`src/sv/gpfl_pkg.sv`:
```
// Shared types, constants and helpers of the grid potential force lookup block.
`timescale 1ns / 1ps
`default_nettype none
package gpfl_pkg;

   localparam int MAX_COLS = 256;
   localparam int MAX_ROWS = 256;
   localparam int COL_W    = $clog2(MAX_COLS);
   localparam int ROW_W    = $clog2(MAX_ROWS);
   localparam int ADDR_W   = $clog2(MAX_COLS * MAX_ROWS);

   localparam int DATA_W   = 32;
   localparam int FRAC_W   = 16;
   localparam int DIM_W    = 9;
   localparam int PADDR_W  = 5;
   localparam int CSR_IDX_W = 3;

   // Front products: 33-bit difference times 32-bit factor.
   localparam int PROD_W   = 65;
   localparam int Q_W      = PROD_W - FRAC_W;
   localparam int IDX_W    = Q_W - FRAC_W;

   // Back stencil arithmetic.
   localparam int WGT_W      = 20;
   localparam int TAP_PROD_W = WGT_W + DATA_W;
   localparam int ACC_W      = 56;
   localparam int DIV_SHIFT  = 18;
   localparam int A_W        = ACC_W - DIV_SHIFT;
   localparam int NUM_W      = 40;
   localparam int DIV_BITS   = 8;
   localparam int DIV_STEPS  = NUM_W / DIV_BITS;
   localparam int T_W        = A_W + 1;
   localparam int HI_W       = T_W - FRAC_W;
   localparam int PLO_W      = FRAC_W + 1 + DATA_W;
   localparam int PHI_W      = HI_W + DATA_W;
   localparam int FRC_W      = PHI_W + 1;
   localparam int NUM_TAPS   = 9;
   localparam int CENTER_TAP = 4;

   localparam int QUEUE_DEPTH = 4;
   localparam int QPTR_W      = $clog2(QUEUE_DEPTH);

   localparam logic CMD_WRITE = 1'b0;
   localparam logic CMD_QUERY = 1'b1;

   typedef enum logic [CSR_IDX_W-1:0] {
      CSR_X_ORIGIN    = 3'd0,
      CSR_Y_ORIGIN    = 3'd1,
      CSR_INV_STEP_X  = 3'd2,
      CSR_INV_STEP_Y  = 3'd3,
      CSR_WIDTH_USED  = 3'd4,
      CSR_HEIGHT_USED = 3'd5,
      CSR_VALUE_SCALE = 3'd6
   } csr_index_type;

   typedef struct packed {
      logic signed [DATA_W-1:0] x_origin;
      logic signed [DATA_W-1:0] y_origin;
      logic signed [DATA_W-1:0] inv_x;
      logic signed [DATA_W-1:0] inv_y;
      logic signed [DATA_W-1:0] scale;
      logic [DIM_W-1:0]         width_used;
      logic [DIM_W-1:0]         height_used;
   } cfg_type;

   typedef enum logic [1:0] {
      ENT_WRITE,
      ENT_OUTSIDE,
      ENT_INSIDE
   } ent_kind_type;

   typedef struct packed {
      ent_kind_type             kind;
      logic [ADDR_W-1:0]        addr;
      logic [DATA_W-1:0]        wdata;
      logic [COL_W-1:0]         ix;
      logic [ROW_W-1:0]         iy;
      logic signed [FRAC_W-1:0] fx;
      logic signed [FRAC_W-1:0] fy;
   } entry_type;

   typedef struct packed {
      logic full;
      logic empty;
   } q_status_type;

   typedef enum logic [1:0] {
      FE_IDLE,
      FE_MUL,
      FE_PUSH
   } fe_state_type;

   typedef enum logic [2:0] {
      BK_IDLE,
      BK_READ,
      BK_DRAIN,
      BK_DIV,
      BK_SCALE_A,
      BK_SCALE_B,
      BK_OUT
   } bk_state_type;

   function automatic logic signed [DATA_W-1:0] sat32(input logic signed [63:0] v);
      logic signed [63:0] hi_lim;
      logic signed [63:0] lo_lim;
      hi_lim = 64'sh0000_0000_7FFF_FFFF;
      lo_lim = -64'sh0000_0000_8000_0000;
      if (v > hi_lim) begin
         sat32 = hi_lim[DATA_W-1:0];
      end else if (v < lo_lim) begin
         sat32 = lo_lim[DATA_W-1:0];
      end else begin
         sat32 = v[DATA_W-1:0];
      end
   endfunction

endpackage
`default_nettype wire

```
`src/sv/gpfl_csr.sv`:
```
// Configuration register file with its APB-style access port.
`timescale 1ns / 1ps
`default_nettype none
module gpfl_csr import gpfl_pkg::*; (
   input  wire logic               clock,
   input  wire logic               reset,
   input  wire logic               psel,
   input  wire logic               penable,
   input  wire logic               pwrite,
   input  wire logic [PADDR_W-1:0] paddr,
   input  wire logic [DATA_W-1:0]  pwdata,
   output logic [DATA_W-1:0]       prdata,
   output cfg_type                 cfg
);

   cfg_type cfg_ff;
   logic    wr_en;
   csr_index_type idx;

   assign wr_en = psel && penable && pwrite;
   assign idx   = csr_index_type'(paddr[PADDR_W-1:2]);
   assign cfg   = cfg_ff;

   always_ff @(posedge clock) begin
      if (reset) begin
         cfg_ff.x_origin    <= '0;
         cfg_ff.y_origin    <= '0;
         cfg_ff.inv_x       <= 32'sh0001_0000;
         cfg_ff.inv_y       <= 32'sh0001_0000;
         cfg_ff.width_used  <= 9'd256;
         cfg_ff.height_used <= 9'd256;
         cfg_ff.scale       <= 32'sh0001_0000;
      end else if (wr_en) begin
         case (idx)
            CSR_X_ORIGIN:    cfg_ff.x_origin    <= pwdata;
            CSR_Y_ORIGIN:    cfg_ff.y_origin    <= pwdata;
            CSR_INV_STEP_X:  cfg_ff.inv_x       <= pwdata;
            CSR_INV_STEP_Y:  cfg_ff.inv_y       <= pwdata;
            CSR_WIDTH_USED:  cfg_ff.width_used  <= pwdata[DIM_W-1:0];
            CSR_HEIGHT_USED: cfg_ff.height_used <= pwdata[DIM_W-1:0];
            CSR_VALUE_SCALE: cfg_ff.scale       <= pwdata;
            default: ;
         endcase
      end
   end

   always_comb begin
      case (idx)
         CSR_X_ORIGIN:    prdata = cfg_ff.x_origin;
         CSR_Y_ORIGIN:    prdata = cfg_ff.y_origin;
         CSR_INV_STEP_X:  prdata = cfg_ff.inv_x;
         CSR_INV_STEP_Y:  prdata = cfg_ff.inv_y;
         CSR_WIDTH_USED:  prdata = DATA_W'(cfg_ff.width_used);
         CSR_HEIGHT_USED: prdata = DATA_W'(cfg_ff.height_used);
         CSR_VALUE_SCALE: prdata = cfg_ff.scale;
         default:         prdata = '0;
      endcase
   end

endmodule
`default_nettype wire

```
`config.mk`:
```
export PLATFORM = sky130hd
export DESIGN_NAME = gpfl_csr
export DESIGN_NICKNAME = d
export VERILOG_FILES = /design/src/sv/gpfl_pkg.sv /design/src/sv/gpfl_csr.sv
export SDC_FILE = /design/constraint.sdc
export NUM_CORES = 1
export LEC_CHECK = 0
export BUFFER_PORTS_ARGS = -buffer_cell sky130_fd_sc_hd__buf_2
export CORE_UTILIZATION = 30
export CTS_CLUSTER_DIAMETER = 200
export DETAILED_ROUTE_END_ITERATION = 12
export GPL_TIMING_DRIVEN = 0
export PLACE_DENSITY = 0.59
export SLEW_MARGIN = 40
export SYNTH_ARGS = -nofsm -noshare
export SYNTH_HDL_FRONTEND = slang
export SYNTH_SLANG_ARGS = --single-unit
```
`constraint.sdc`:
```
create_clock -name clock -period 2 [get_ports clock]
set_input_delay 0 -clock clock [delete_from_list [all_inputs] [get_ports clock]]
set_output_delay 0 -clock clock [all_outputs]
set_load 0.005 [all_outputs]
```
After elaboration in Yosys (flattened, before gate mapping)
Index checks and enable logic that the tools add are counted.

cells by class
  equality and inequality tests = 6
  mux-type cells = 1
  reduce and logical (&&, ||, !) cells = 10

operator list
  operator                                       count
  one-hot mux 32 bit (7 select lines)            1
  AND reduction 2 bit                            7
  == test 3 bit, second input constant           3
  == test 3 x 2 -> 1 bit, second input constant  2
  == test 3 x 1 -> 1 bit, second input constant  1
  logical NOT 3 bit                              1
  logical AND 1 bit                              2

storage, ports and cells
  bits in registers = 178
  input port bits = 42
  output and inout bits = 210
  word-level logic and storage cells = 24

Logic depth before layout (Yosys ltp)
  depth after elaboration = 3
  depth in mapped cells = 7
  depth with buffers taken out = 3

Least setup slack after synthesis
OpenSTA, ideal clock, no wires.

  path kind = in2reg
  from = input paddr[2]
  to = register cfg_ff (netlist bit cfg[150])
  setup time = 0.072 ns
  data arrival time = 1.068 ns
  data required time = 1.928 ns
  slack = 0.860 ns
  stages = 7
  buffers on the path = 4
  cell sequence = buf_2 > and4b_1 > buf_6 > and2_4 > buf_6 > buf_6 > mux2i_1

between the ends
  cells in the longest elaborated chain, start to end = 2

ends and longest elaborated chain
  element                               RTL line        text
  start: declaration                    gpfl_csr.sv:10  input wire logic [PADDR_W-1:0] paddr,
  logical NOT 3 bit                     gpfl_csr.sv:34  case (idx)
  AND reduction 2 bit (no source line)  --
  end: declaration                      gpfl_csr.sv:16  cfg_type cfg_ff;

No other way between the ends.
A chain may end at the register's enable or synchronous reset.

Worst setup path after layout
  from = input paddr[4]
  to = output prdata[10]

between the ends
  cells in the longest elaborated chain, start to end = 2
  elaborated cells between the ends (all ways) = 8
  classes of those cells = eq/ne (6); mux (1); reduce/logical (1)

ends and longest elaborated chain
  element                                      RTL line        text
  == test 3 bit, or another cell as far along  gpfl_csr.sv:48  case (idx)
  one-hot mux 32 bit (7 select lines) *        gpfl_csr.sv:48
  end: declaration                             gpfl_csr.sv:12  output logic [DATA_W-1:0] prdata,

Mark *: on every way between the ends. The rest lies on a longest branch, timed or not.

==> results_dict.tcl <==
set metrics [dict create \
    synthesis.nets 862 \
    fin_cells 1504 \
    power.leakage_uw 0.00589 \
    dp_hpwl_um 22800 \
    io_buffers 246 \
    ys_seq_elements 178 \
    setup_viol_count_final 0 \
    synth.most_common_cell "mux2i_1" \
    power.internal_uw 5800 \
    start_kind "input pin" \
    largest_register_ffs 178 \
    ant_nets 0 \
    power.switching_uw 1920 \
    p_per_area_nw_per_um2 693 \
    cp.required_ns 2.00 \
    crit_chain "clkbuf_1, buf_2, clkbuf_1, o2bb2ai_1, a21o_1, buf_2" \
    vias_per_cell 4.72 \
    clk_pin_slew_ns 0.06 \
    comb_power_share_pct 8.7 \
    cts_htree_levels 4 \
    die_h_um 171 \
    place_ws_ns 0.308 \
    ys_warn_count 0 \
    synth_flop_cell "dfxtp_1" \
    status "finished, final reports clean" \
    crit_family "buffers and inverters" \
    grt_max_degree 17 \
    tightestPinTransition_ns 0.837 \
    clkPwrFrac_pct 44.8 \
    slowest_stage "clkbuf_1" \
    swShare_pct 24.9 \
    tritoncts "built" \
    hold_viol 0 \
    dr.pass1.iters 4 \
    final_util_pct 39.9 \
    fmaxAchievable_ghz 0.581 \
    syn_inst 820 \
    routed.top_layer "met4" \
    path_buf_inv 4 \
    route.met2.wl_um 15400 \
    period_minus_slack_ns 1.72 \
    hp-class "input pin to register" \
    final.setup.worst_slack_ns 0.278 \
    power_uw 7720 \
    cts.path.max_buffers 2 \
    crit_path_max_incr_delay_ns 0.67 \
    routed-wl-met3_um 2410 \
    seqPwrFrac_pct 46.5 \
    grt_setup_unrepaired "no" \
    grt_pass1_vias 7226 \
    die_w_um 171 \
    drtIter0Drc 296 \
    rows 61 \
    vias 7104 \
    synth_cell_types 25 \
    core_area_um2 27900 \
    root_buffer "clkbuf_16" \
    synthArstFlopShare_pct 0 \
    antenna_found_initial 0 \
    yosysTopAreaCell "dfxtp_1" \
    avgSynthCellArea_um2 10.4 \
    critPathKind "input pin to output pin" \
    fin_setup_tns_ns 0 \
    grt_pass1_wl_um 46500 \
    slew_viol_final 0 \
    slew_headroom_pct 44.2 \
    clk_latency_ns 0.42 \
    die_area_um2 29200 \
    worstPathMaxFanout 10 \
    wl_met1_um 14400 \
    synth_area_leaders "dfxtp_1 42%, mux2i_1 29%, nand2b_1 15%" \
    synth-edff-count 0 \
    yosysTopAreaCellShare_pct 41.6 \
    drc 0 \
    grtUsageTotal_pct 22.1 \
    cts_made_buffers 17 \
    end_kind "output pin" \
    nets 1154 \
    syn_area_um2 8560 \
    initial_utilization_pct 30.7 \
    drive_gt1_share_pct 28.8 \
    vdd_drop_max_v 0.000612 \
    maxCapViolCount 0 \
    clock_sinks 178 \
    placed_cells 1444 \
    wirelength_um 32400 \
    area_delta_synth_final_pct 30.1 \
    ys_seq_area_share_pct 41.6 \
    wl_per_cell_um 21.6 \
    period_share_pct 86.1 \
    arrival_ns 1.72 \
    fin_skew_ns 0 \
    synth_common_cells "251 x mux2i_1, 207 x nand2b_1, 178 x dfxtp_1" \
    grt_overflow 0 \
    gp_congestion 0.793 \
    ios 252 \
]
-- stage by stage --
stage / instance area [um2] / hold slack [ns]
floorplan: 8560 / 0.171
global placement: 10300 / 0.318
detailed placement: 10300 / 0.327
CTS: 11100 / 0.0137
global route: 11100 / 0.0380
finish: 11100 / 0.0331
-- worst register-to-register path, stage by stage (launching register included) --
cell and delay [ns]:
dfxtp_1 0.42, nand2b_1 0.08, mux2i_1 0.11
-- per-layer routing --
layer	GRT usage [%]	vias up
li1	-	3428
met1	27.6	3436
met2	37.7	229
met3	6.01	11
met4	4.97	0
met5	0	-
-- area by class of cell --
| cell class | instances | area, um2 |
|---|---|---|
| multi-input cells | 567 | 4610 |
| clock buffers | 22 | 474 |
| repair buffers | 273 | 1500 |
| well taps | 378 | 473 |
| inverters | 9 | 33.8 |
| fillers | 2878 | 16800 |
| diodes | 1 | 2.50 |
| plain buffers | 66 | 355 |
| clock inverters | 10 | 124 |
| flip-flops and latches | 178 | 3560 |
-- cell families (layout without fill, tap and decap cells) --
group | Yosys count | in the layout | synth area share [%]
AO/OA/AOI/OAI | 64 | 64 | 6.47
buffers and inverters | 75 | 380 | 4.54
flip-flops | 178 | 178 | 41.6
multiplexers | 251 | 251 | 29.3
other | 0 | 1 | 0
AND/OR/NAND/NOR | 252 | 252 | 18.0
-- cell usage in the layout, fill, tap and decap left out, types with 2 or more instances in the layout --
master	synthesis	routed
dfxtp_1	178	178
nand2_2	4	4
mux2i_1	251	251
clkinvlp_4	0	4
a221oi_1	9	9
buf_6	4	4
buf_2	11	257
clkbuf_8	0	3
clkbuf_16	0	17
o2bb2ai_1	23	23
nor2_1	8	8
dlygate4sd3_1	0	27
nor3_1	23	23
a21o_1	23	23
nand2b_1	207	207
inv_1	9	9
buf_1	3	3
bufinv_16	0	2
o221a_2	9	9
buf_4	17	17
nor2b_1	2	2
clkbuf_1	31	33
-- power groups by stage --
stage | clock network (uW) | logic, uW | registers (uW)
after global placement | 0 | 632 | 3670
after CTS | 3530 | 679 | 3590
after detailed placement | 0 | 637 | 3670
final | 3460 | 672 | 3590
after global routing | 3670 | 714 | 3590
after floorplan | 0 | 353 | 3670
-- what timing repair did --
action | in CTS | in global routing
gates resized for setup | 0 | 0
hold endpoints to repair | 135 | 0
hold buffers | 27 | 0
setup buffers | 0 | 0
-- worst paths after layout --
| check | startpoint | to | slack (ns) | cells after the start |
|---|---|---|---|---|
| setup / recovery | paddr[4] | prdata[10] | 0.28 | 6 |
| hold / removal | pwdata[1] | cfg[83] | 0.03 | 3 |
| setup reg to reg | cfg[159] | cfg[159] | 1.32 | 2 |
| hold reg to reg | cfg[137] | cfg[137] | 0.49 | 2 |
No activity file was read; power rests on OpenSTA's default activity.
