File: src/sv/gpfl_pkg.sv
// Shared types, constants and helpers of the grid potential force lookup block.
`timescale 1ns / 1ps
`default_nettype none
package gpfl_pkg;

   localparam int MAX_COLS = 256;
   localparam int MAX_ROWS = 256;
   localparam int COL_W    = $clog2(MAX_COLS);
   localparam int ROW_W    = $clog2(MAX_ROWS);
   localparam int ADDR_W   = $clog2(MAX_COLS * MAX_ROWS);

   localparam int DATA_W   = 32;
   localparam int FRAC_W   = 16;
   localparam int DIM_W    = 9;
   localparam int PADDR_W  = 5;
   localparam int CSR_IDX_W = 3;

   // Front products: 33-bit difference times 32-bit factor.
   localparam int PROD_W   = 65;
   localparam int Q_W      = PROD_W - FRAC_W;
   localparam int IDX_W    = Q_W - FRAC_W;

   // Back stencil arithmetic.
   localparam int WGT_W      = 20;
   localparam int TAP_PROD_W = WGT_W + DATA_W;
   localparam int ACC_W      = 56;
   localparam int DIV_SHIFT  = 18;
   localparam int A_W        = ACC_W - DIV_SHIFT;
   localparam int NUM_W      = 40;
   localparam int DIV_BITS   = 8;
   localparam int DIV_STEPS  = NUM_W / DIV_BITS;
   localparam int T_W        = A_W + 1;
   localparam int HI_W       = T_W - FRAC_W;
   localparam int PLO_W      = FRAC_W + 1 + DATA_W;
   localparam int PHI_W      = HI_W + DATA_W;
   localparam int FRC_W      = PHI_W + 1;
   localparam int NUM_TAPS   = 9;
   localparam int CENTER_TAP = 4;

   localparam int QUEUE_DEPTH = 4;
   localparam int QPTR_W      = $clog2(QUEUE_DEPTH);

   localparam logic CMD_WRITE = 1'b0;
   localparam logic CMD_QUERY = 1'b1;

   typedef enum logic [CSR_IDX_W-1:0] {
      CSR_X_ORIGIN    = 3'd0,
      CSR_Y_ORIGIN    = 3'd1,
      CSR_INV_STEP_X  = 3'd2,
      CSR_INV_STEP_Y  = 3'd3,
      CSR_WIDTH_USED  = 3'd4,
      CSR_HEIGHT_USED = 3'd5,
      CSR_VALUE_SCALE = 3'd6
   } csr_index_type;

   typedef struct packed {
      logic signed [DATA_W-1:0] x_origin;
      logic signed [DATA_W-1:0] y_origin;
      logic signed [DATA_W-1:0] inv_x;
      logic signed [DATA_W-1:0] inv_y;
      logic signed [DATA_W-1:0] scale;
      logic [DIM_W-1:0]         width_used;
      logic [DIM_W-1:0]         height_used;
   } cfg_type;

   typedef enum logic [1:0] {
      ENT_WRITE,
      ENT_OUTSIDE,
      ENT_INSIDE
   } ent_kind_type;

   typedef struct packed {
      ent_kind_type             kind;
      logic [ADDR_W-1:0]        addr;
      logic [DATA_W-1:0]        wdata;
      logic [COL_W-1:0]         ix;
      logic [ROW_W-1:0]         iy;
      logic signed [FRAC_W-1:0] fx;
      logic signed [FRAC_W-1:0] fy;
   } entry_type;

   typedef struct packed {
      logic full;
      logic empty;
   } q_status_type;

   typedef enum logic [1:0] {
      FE_IDLE,
      FE_MUL,
      FE_PUSH
   } fe_state_type;

   typedef enum logic [2:0] {
      BK_IDLE,
      BK_READ,
      BK_DRAIN,
      BK_DIV,
      BK_SCALE_A,
      BK_SCALE_B,
      BK_OUT
   } bk_state_type;

   function automatic logic signed [DATA_W-1:0] sat32(input logic signed [63:0] v);
      logic signed [63:0] hi_lim;
      logic signed [63:0] lo_lim;
      hi_lim = 64'sh0000_0000_7FFF_FFFF;
      lo_lim = -64'sh0000_0000_8000_0000;
      if (v > hi_lim) begin
         sat32 = hi_lim[DATA_W-1:0];
      end else if (v < lo_lim) begin
         sat32 = lo_lim[DATA_W-1:0];
      end else begin
         sat32 = v[DATA_W-1:0];
      end
   endfunction

endpackage
`default_nettype wire

File: src/sv/gpfl_queue.sv
// Short FIFO of classified entries between front and back.
`timescale 1ns / 1ps
`default_nettype none
module gpfl_queue import gpfl_pkg::*; (
   input  wire logic  clock,
   input  wire logic  reset,
   input  wire logic  push,
   input  entry_type  din,
   input  wire logic  pop,
   output entry_type  dout,
   output q_status_type stat
);

   entry_type         slot_ff [QUEUE_DEPTH];
   logic [QPTR_W-1:0] wr_ff, rd_ff;
   logic [QPTR_W:0]   cnt_ff;

   assign stat.full  = (cnt_ff == (QPTR_W+1)'(QUEUE_DEPTH));
   assign stat.empty = (cnt_ff == '0);
   assign dout       = slot_ff[rd_ff];

   always_ff @(posedge clock) begin
      if (push) begin
         slot_ff[wr_ff] <= din;
      end
   end

   always_ff @(posedge clock) begin
      if (reset) begin
         wr_ff  <= '0;
         rd_ff  <= '0;
         cnt_ff <= '0;
      end else begin
         if (push) wr_ff <= wr_ff + QPTR_W'(1);
         if (pop)  rd_ff <= rd_ff + QPTR_W'(1);
         if (push && !pop) begin
            cnt_ff <= cnt_ff + (QPTR_W+1)'(1);
         end else if (pop && !push) begin
            cnt_ff <= cnt_ff - (QPTR_W+1)'(1);
         end
      end
   end

endmodule
`default_nettype wire

File: config.mk
export PLATFORM = sky130hd
export DESIGN_NAME = gpfl_queue
export DESIGN_NICKNAME = d
export VERILOG_FILES = /design/src/sv/gpfl_pkg.sv /design/src/sv/gpfl_queue.sv
export SDC_FILE = /design/constraint.sdc
export NUM_CORES = 1
export LEC_CHECK = 0
export ABC_AREA = 1
export BUFFER_PORTS_ARGS = -buffer_cell sky130_fd_sc_hd__buf_2
export CAP_MARGIN = 20
export CORE_MARGIN = 2
export CORE_UTILIZATION = 44
export CTS_CLUSTER_DIAMETER = 80
export CTS_CLUSTER_SIZE = 24
export DETAILED_ROUTE_END_ITERATION = 12
export SYNTH_ARGS = -nofsm -noshare
export SYNTH_HDL_FRONTEND = slang
export SYNTH_SLANG_ARGS = --single-unit
File: constraint.sdc
create_clock -name clock -period 8.4 [get_ports clock]
set_input_delay 1.26 -clock clock [delete_from_list [all_inputs] [get_ports clock]]
set_output_delay 1.26 -clock clock [all_outputs]
set_load 0.005 [all_outputs]
# --- Word-level counts from Yosys, hierarchy flattened ---
# Memories as Yosys holds them, arrays and structs flattened. A register that Yosys moved wholly into a read port is not among the register bits.
# Index checks and enable logic that the tools add are counted.
totals:
  elab_cells: 21
  output_inout_bits: 100
  romBits: 0
  ff_bits: 7
  ram_bits: 392
  latch_bits: 0
  in_bits: 102
  mem_count: 1
op_classes:
  bitwise_logic: 0
  n_mul: 0
  shifts: 0
  n_eq_ne: 1
  n_div: 0
  n_addsub: 4
  n_reduce_logical: 6
  n_mux: 6
  n_lt_le_gt_ge: 0
mem_list:
  columns: ["memory", "words", "word_bits", "read_ports", "rd_ports_with_merged_regs", "wr", "line", "rtl"]
  rows:
  - ["slot_ff", 4, 98, 1, 1, 1, "gpfl_queue.sv:14", "entry_type slot_ff [QUEUE_DEPTH];"]
op_table:
  columns: ["cell", "n"]
  rows:
  - ["3-bit 2-to-1 mux", 2]
  - ["2-bit by 1-bit adder with 2-bit output, second input constant", 2]
  - ["2-bit 2-to-1 mux", 2]
  - ["3-bit by 1-bit adder with 3-bit output, second input constant", 1]
  - ["3-bit == test, second input constant", 1]
  - ["3-bit zero test", 1]
  - ["3-bit by 1-bit subtractor with 3-bit output, second input constant", 1]
  - ["1-bit logical AND", 2]
  - ["1-bit zero test", 2]
  - ["1-bit 2-to-1 mux", 2]
  - ["2-bit nonzero test", 1]

# --- Logic depth before layout (Yosys ltp) ---
# Gate-level depths: netlist of the first run.
logic_depth:
  depth_word: 4
  ltp_mapped: 10

# --- Worst setup path before layout of the first run ---
# Ideal clock, no wire load.
synth_timing:
  kind: "input -> register"
  startpoint: "input port push"
  endpoint: "memory slot_ff[0][0] (netlist name) (enable)"
  path_slack_ps: 4761
  setup_time_ps: 451
  arrival_time_ps: 3187
  n_path_buf: 0
  stages: 2
  cell_sequence: "nand2_1 -> inv_1"
synth_via:
  elab_chain_cells: 2
synth_rtl:
  columns: ["item", "line", "rtl"]
  rows:
  - ["from (decl)", "gpfl_queue.sv:7", "input wire logic push,"]
  - ["1-bit 2-to-1 mux", "gpfl_queue.sv:23", "if (push) begin"]
  - ["1-bit 2-to-1 mux (not written as such)", "gpfl_queue.sv:24", "slot_ff[wr_ff] <= din;"]
  - ["to (decl)", "gpfl_queue.sv:14", null]
# No other way between the ends.

==> results of run 1 <==
==> path summary, 6_finish.rpt <==
check | startpoint | to | cells after the start
worst max-delay path | register | dout[13] | 5
worst max register to register | wr_ff[0] | slot_ff[0][59] | 5
worst min register to register | rd_ff[1] | register | 1
worst min-delay path | rd_ff[1] | register | 1
==> placed cells by master (no fill, tap or decap) <==
cell and instances:
nor3_1 2, inv_1 11, nand4_1 1, clkbuf_16 21, clkbuf_1 12, dfxtp_4 2
inv_4 4, nand3_1 1, ha_1 5, diode_2 3, inv_2 1, nand2_1 9
o22ai_1 98, fa_1 1, xor2_1 1, nor2_1 202, clkinvlp_4 1, inv_6 2
o21ai_1 47, buf_2 201, a21oi_1 3, inv_8 2, o21ai_0 154, dfxtp_1 7
buf_4 9, edfxtp_1 392
==> registers in the layout, indices dropped and copies added (netlist names), named ones only <==
register and count:
slot_ff 392, wr_ff 2, cnt_ff 3, rd_ff 2
==> critical path, stage by stage (launching register included) <==
cell	delay, ns
dfxtp_4	0.49
inv_6	0.59
buf_4	0.76
o21ai_0	0.19
o22ai_1	0.20
buf_2	0.16
==> area by class of cell <==
cell class,count,area (um^2)
clock buffers,33,571
diodes,3,7.51
multi-input cells,524,2540
well taps,448,561
fillers,2946,16700
flip-flops and latches,401,12000
inverters,17,78.8
clock inverters,4,38.8
repair buffers,210,1070
==> metrics by stage <==
step	utilization, %	cell area [um^2]	cells	setup slack (ns)
global placement	48.3	16200	1600	4.63
floorplan	-	15000	1006	4.76
global route	50.2	16800	1637	3.79
finish	50.2	16800	1640	4.13
detailed placement	48.3	16200	1600	4.58
CTS	50.2	16800	1637	4.01
==> cells in the mapped netlist (all sizes together) <==
master	count
clkbuf	36
a21oi	3
xor2	1
edfxtp	392
inv	17
o21ai	201
nand4	1
nor3	2
dfxtp	9
nand2	9
nand3	1
buf	28
ha	5
o22ai	98
fa	1
nor2	202
==> power groups by stage <==
stage          registers [W]  logic (W)  clock network, W
6_report             0.00231   0.000350           0.00109
5_1_grt              0.00232   0.000393           0.00119
4_1_cts              0.00231   0.000357           0.00112
3_5_place_dp         0.00236   0.000357                 0
3_3_place_gp         0.00236   0.000351                 0
2_1_floorplan        0.00235   0.000199                 0
==> routing by layer <==
metal  up-vias  routed length, um
met5         -                 25
met4         6                344
met3        34               1990
met2       204              15100
met1      4209              13900
li1       4118                  -
==> kinds of logic (layout without fill, tap and decap cells) <==
logic type      after synthesis  in the layout  share of synthesized area (%)
compound gates              302            302                           10.9
buf+inv                      81            264                           3.13
flops                       401            401                           79.9
simple gates                215            215                           5.44
xor+xnor                      1              1                         0.0586
other cells                   0              3                              0
fa+ha+maj                     6              6                          0.552
==> out/metrics.yaml, run 1 <==
global_route:
  grt_pass1_wl_um: 47900
  grt_pass1_vias: 8476
  grt_max_degree: 116
  antenna_found_initial: 5
  grt_util_met3_pct: 3.69
  use_met2_pct: 29.2
  track_usage_pct: 17.3
  overflow: 0
  grt_use_met1_pct: 23.5
  grt-busiest-layer: "met2"
route:
  firstDrtPassIters: 5
  ant_nets: 0
  vias: 8571
  routed_wirelength_um: 31400
  avgRoutedWirePerCell_um: 19.2
  via_per_inst: 5.23
  drt_iter0_drc: 635
  drc: 0
logic_synthesis:
  synth_cell_type_count: 23
  synthCells: 1006
  avgSynthCellArea_um2: 14.9
  yosysWarnings: 0
  synth_top_area_share_pct: 78.7
  synth.area.top_cells: "edfxtp_1 79%, o21ai_0 5.2%, nor2_1 5.1%"
  yosysSeqAreaShare_pct: 79.9
  syn_area_um2: 15000
  synth_top_area_cell: "edfxtp_1"
  syn-num-nets: 1114
  synth_seq_cells: 401
placement:
  dp_hpwl_um: 17000
  portBuffers: 201
  gp_congestion: 0.741
sta:
  finClkSkew_ns: 0.0125
  worstMarginPinSlew_ns: 0.967
  hold_ws_ns: 0.450
  setup_viol: 0
  max_clock_freq_mhz: 234
  finalSetupTns_ns: 0
  min_period_over_period_pct: 50.9
  period_needed_ns: 4.27
  hold_viol: 0
  drv_slew: 0
  rsz0062_at_grt: "no"
  slew_headroom_pct: 35.5
pwr:
  pwr-share-comb_pct: 9.3
  p_switching_w: 0.000864
  seqPwrFrac_pct: 61.6
  p_leak_nw: 5.74
  ir_drop_v: 0.000161
  switching_share_pct: 23.0
  power.share.clock_pct: 29.1
  p_int_w: 0.00289
  p_total_w: 0.00375
  power_density_nw_per_um2: 223
critical_path:
  reg2reg_slack_ns: 5.97
  critPathLaunchType: "register"
  required_ns: 7.14
  arrival_ns: 3.01
  end_kind: "primary output"
  critical_path.max_fanout: 115
  critPathKind: "register to primary output"
floorplan:
  die-width_um: 188
  num_rows: 67
  core_area_um2: 33500
  initial_core_util_pct: 44.6
  die_area_um2: 35500
  dieHeight_um: 188
  boundaryPins: 202
cts:
  cts_made_buffers: 21
  cts_tree: "done"
  post_cts_resized: 0
  cts_setup_buffers: 0
  clkLatencyLatePin_ns: 0.53
  ctsHtreeMaxLevel: 1
  clkSlewWorstSetupHoldPaths_ns: 0.09
  root_buffer: "clkbuf_16"
  clock-sinks: 401
  cts_buffer_depth: 3
  ctsHoldBuffers: 0
final_layout:
  nets: 1283
  syn2layout_area_growth_pct: 12.5
  drive_gt1_share_pct: 20.4
status:
  status: "finished, final reports clean"
job:
  cap_violations: 0
worst_hold_path:
  hold_class: "register to register"
Note: power is estimated with default switching activity, not from simulation.
==> run 2, diff against run 1 <==
==> constraint.sdc (replaced) <==
create_clock -name clock -period 4.3 [get_ports clock]
set_input_delay 0.645 -clock clock [delete_from_list [all_inputs] [get_ports clock]]
set_output_delay 0.645 -clock clock [all_outputs]
set_load 0.005 [all_outputs]
==> run 2 against run 1 <==
  * Global-route usage fell by 0.14 points
  * Clock power rose by 94%
  * Design area rose by 0.42%
  * Critical endpoint is now dout[4]
  * Via count rose by 1.3%
  * Sequential cell count did not move
  * Die area did not move
  * Largest cell class unchanged
  * Sequential share of layout area fell by 0.30 points
  * Final cell count fell by 0.37%
==> out/metrics.yaml, run 2 (synthesized netlist as in run 1, its figures left out) <==
final_layout:
  stdcell_area_um2: 16900
  final_cell_mix: "392 x edfxtp_1, 202 x nor2_1, 201 x buf_2"
  largest_reg_flops: 392
  layout_commonest_cell: "edfxtp_1"
  nets: 1285
  syn2layout_area_growth_pct: 13.0
  num_antenna_cells: 0
  drive_gt1_share_pct: 20.7
  reg_top3: "slot_ff (392), cnt_ff (3)"
  largest_register: "slot_ff"
floorplan:
  die_area_um2: 35500
  boundaryPins: 202
  num_rows: 67
  core_area_um2: 33500
  dieHeight_um: 188
  initial_core_util_pct: 44.6
  die-width_um: 188
cts:
  clkSlewWorstSetupHoldPaths_ns: 0.10
  cts_buffer_depth: 3
  clock-sinks: 401
  cts_made_buffers: 21
  cts_tree: "done"
  ctsHtreeMaxLevel: 1
  cts_setup_buffers: 0
  ctsHoldBuffers: 0
  post_cts_resized: 0
  clkLatencyLatePin_ns: 0.53
  root_buffer: "clkbuf_16"
critical_path:
  critical_path.max_fanout: 62
  cp_cell_sequence: "buf_4 > o21ai_0 > o22ai_1 > buf_2"
  end_kind: "primary output"
  critPathTopFamily: "flip-flops"
  critPathKind: "register to primary output"
  crit_path_top_delay_cell: "dfxtp_4"
  slowest_delay_ns: 0.81
  reg2reg_slack_ns: 2.27
  arrival_ns: 2.48
  worstReg2RegEnd: "slot_ff[1][84]"
  r2r-start: "wr_ff[1]"
  path_buf_inv: 2
  critPathLaunchType: "register"
  required_ns: 3.65
  crit_cells: 4
  crit_end: "dout[4]"
  rr_worst_depth: 5
sta:
  worstMarginPinSlew_ns: 0.857
  finalSetupTns_ns: 0
  hold_viol: 0
  setup_viol: 0
  finClkSkew_ns: 0.0150
  min_period_over_period_pct: 72.6
  max_clock_freq_mhz: 320
  rsz0062_at_grt: "no"
  drv_slew: 0
  hold_ws_ns: 0.270
  period_needed_ns: 3.12
  slew_headroom_pct: 42.9
job:
  cap_violations: 0
placement:
  dpl-instance-area_um2: 16300
  dp_hpwl_um: 16600
  gp_congestion: 0.721
  portBuffers: 201
status:
  status: "finished, final reports clean"
global_route:
  grt_pass1_wl_um: 47500
  grt_max_degree: 197
  grt_util_met3_pct: 2.81
  grt-busiest-layer: "met2"
  track_usage_pct: 17.1
  grt_use_met1_pct: 24.9
  use_met2_pct: 27.7
  grt_pass1_vias: 8265
  antenna_found_initial: 5
  overflow: 0
pwr:
  ir_drop_v: 0.000351
  p_leak_nw: 5.77
  power_density_nw_per_um2: 433
route:
  via_per_inst: 5.32
  drc: 0
  avgRoutedWirePerCell_um: 19.2
  drt_iter0_drc: 732
  ant_nets: 0
  firstDrtPassIters: 5
  routed_wirelength_um: 31300
  vias: 8685
worst_hold_path:
  hold_class: "input port to register"
-- run 2: layer usage --
metal	part of all wire [%]	routed length (um)	vias to the layer above
li1	-	-	4113
met1	46	14600	4299
met2	46	14400	222
met3	5.7	1790	41
met4	1.7	518	10
met5	0.20	63	-
-- run 2: worst min-delay path by stage --
stage	from	to	slack (ns)	cells past startpoint
2_1_floorplan	rd_ff[1]	register	0.41	1
3_3_place_gp	rd_ff[1]	register	0.42	1
3_5_place_dp	rd_ff[1]	register	0.42	1
4_1_cts	reset	cnt_ff[0]	0.25	2
5_1_grt	reset	cnt_ff[0]	0.27	2
6_report	reset	cnt_ff[0]	0.27	2
-- run 2: stage by stage --
step / utilization (%) / cells / setup slack [ns] / power, W
2_1_floorplan: - / 1006 / 1.28 / 0.00498
3_3_place_gp: 48.6 / 1602 / 1.71 / 0.00530
3_5_place_dp: 48.6 / 1602 / 1.71 / 0.00531
4_1_cts: 50.4 / 1634 / 1.12 / 0.00740
5_1_grt: 50.4 / 1634 / 0.982 / 0.00759
6_report: 50.4 / 1634 / 1.18 / 0.00731
-- run 2: report_power, final --
| group | total [W] | internal [W] | switching (W) |
|---|---|---|---|
| logic | 0.000698 | 0.000245 | 0.000453 |
| clock network | 0.00211 | 0.000932 | 0.00117 |
| registers | 0.00451 | 0.00446 | 0.0000487 |
-- run 2: cell type report --
type / count / area (um^2)
repair buffers: 212 / 1160
flip-flops and latches: 401 / 12000
well taps: 448 / 561
clock buffers: 28 / 562
fillers: 2917 / 16600
clock inverters: 4 / 36.3
multi-input cells: 524 / 2540
inverters: 17 / 78.8
-- run 2: worst reg2reg max path, stage by stage, from the launching register on --
cell and delay [ns]:
dfxtp_1 0.33, inv_1 0.10, ha_1 0.16, nand2_1 0.09
inv_4 0.61, buf_12 0.36
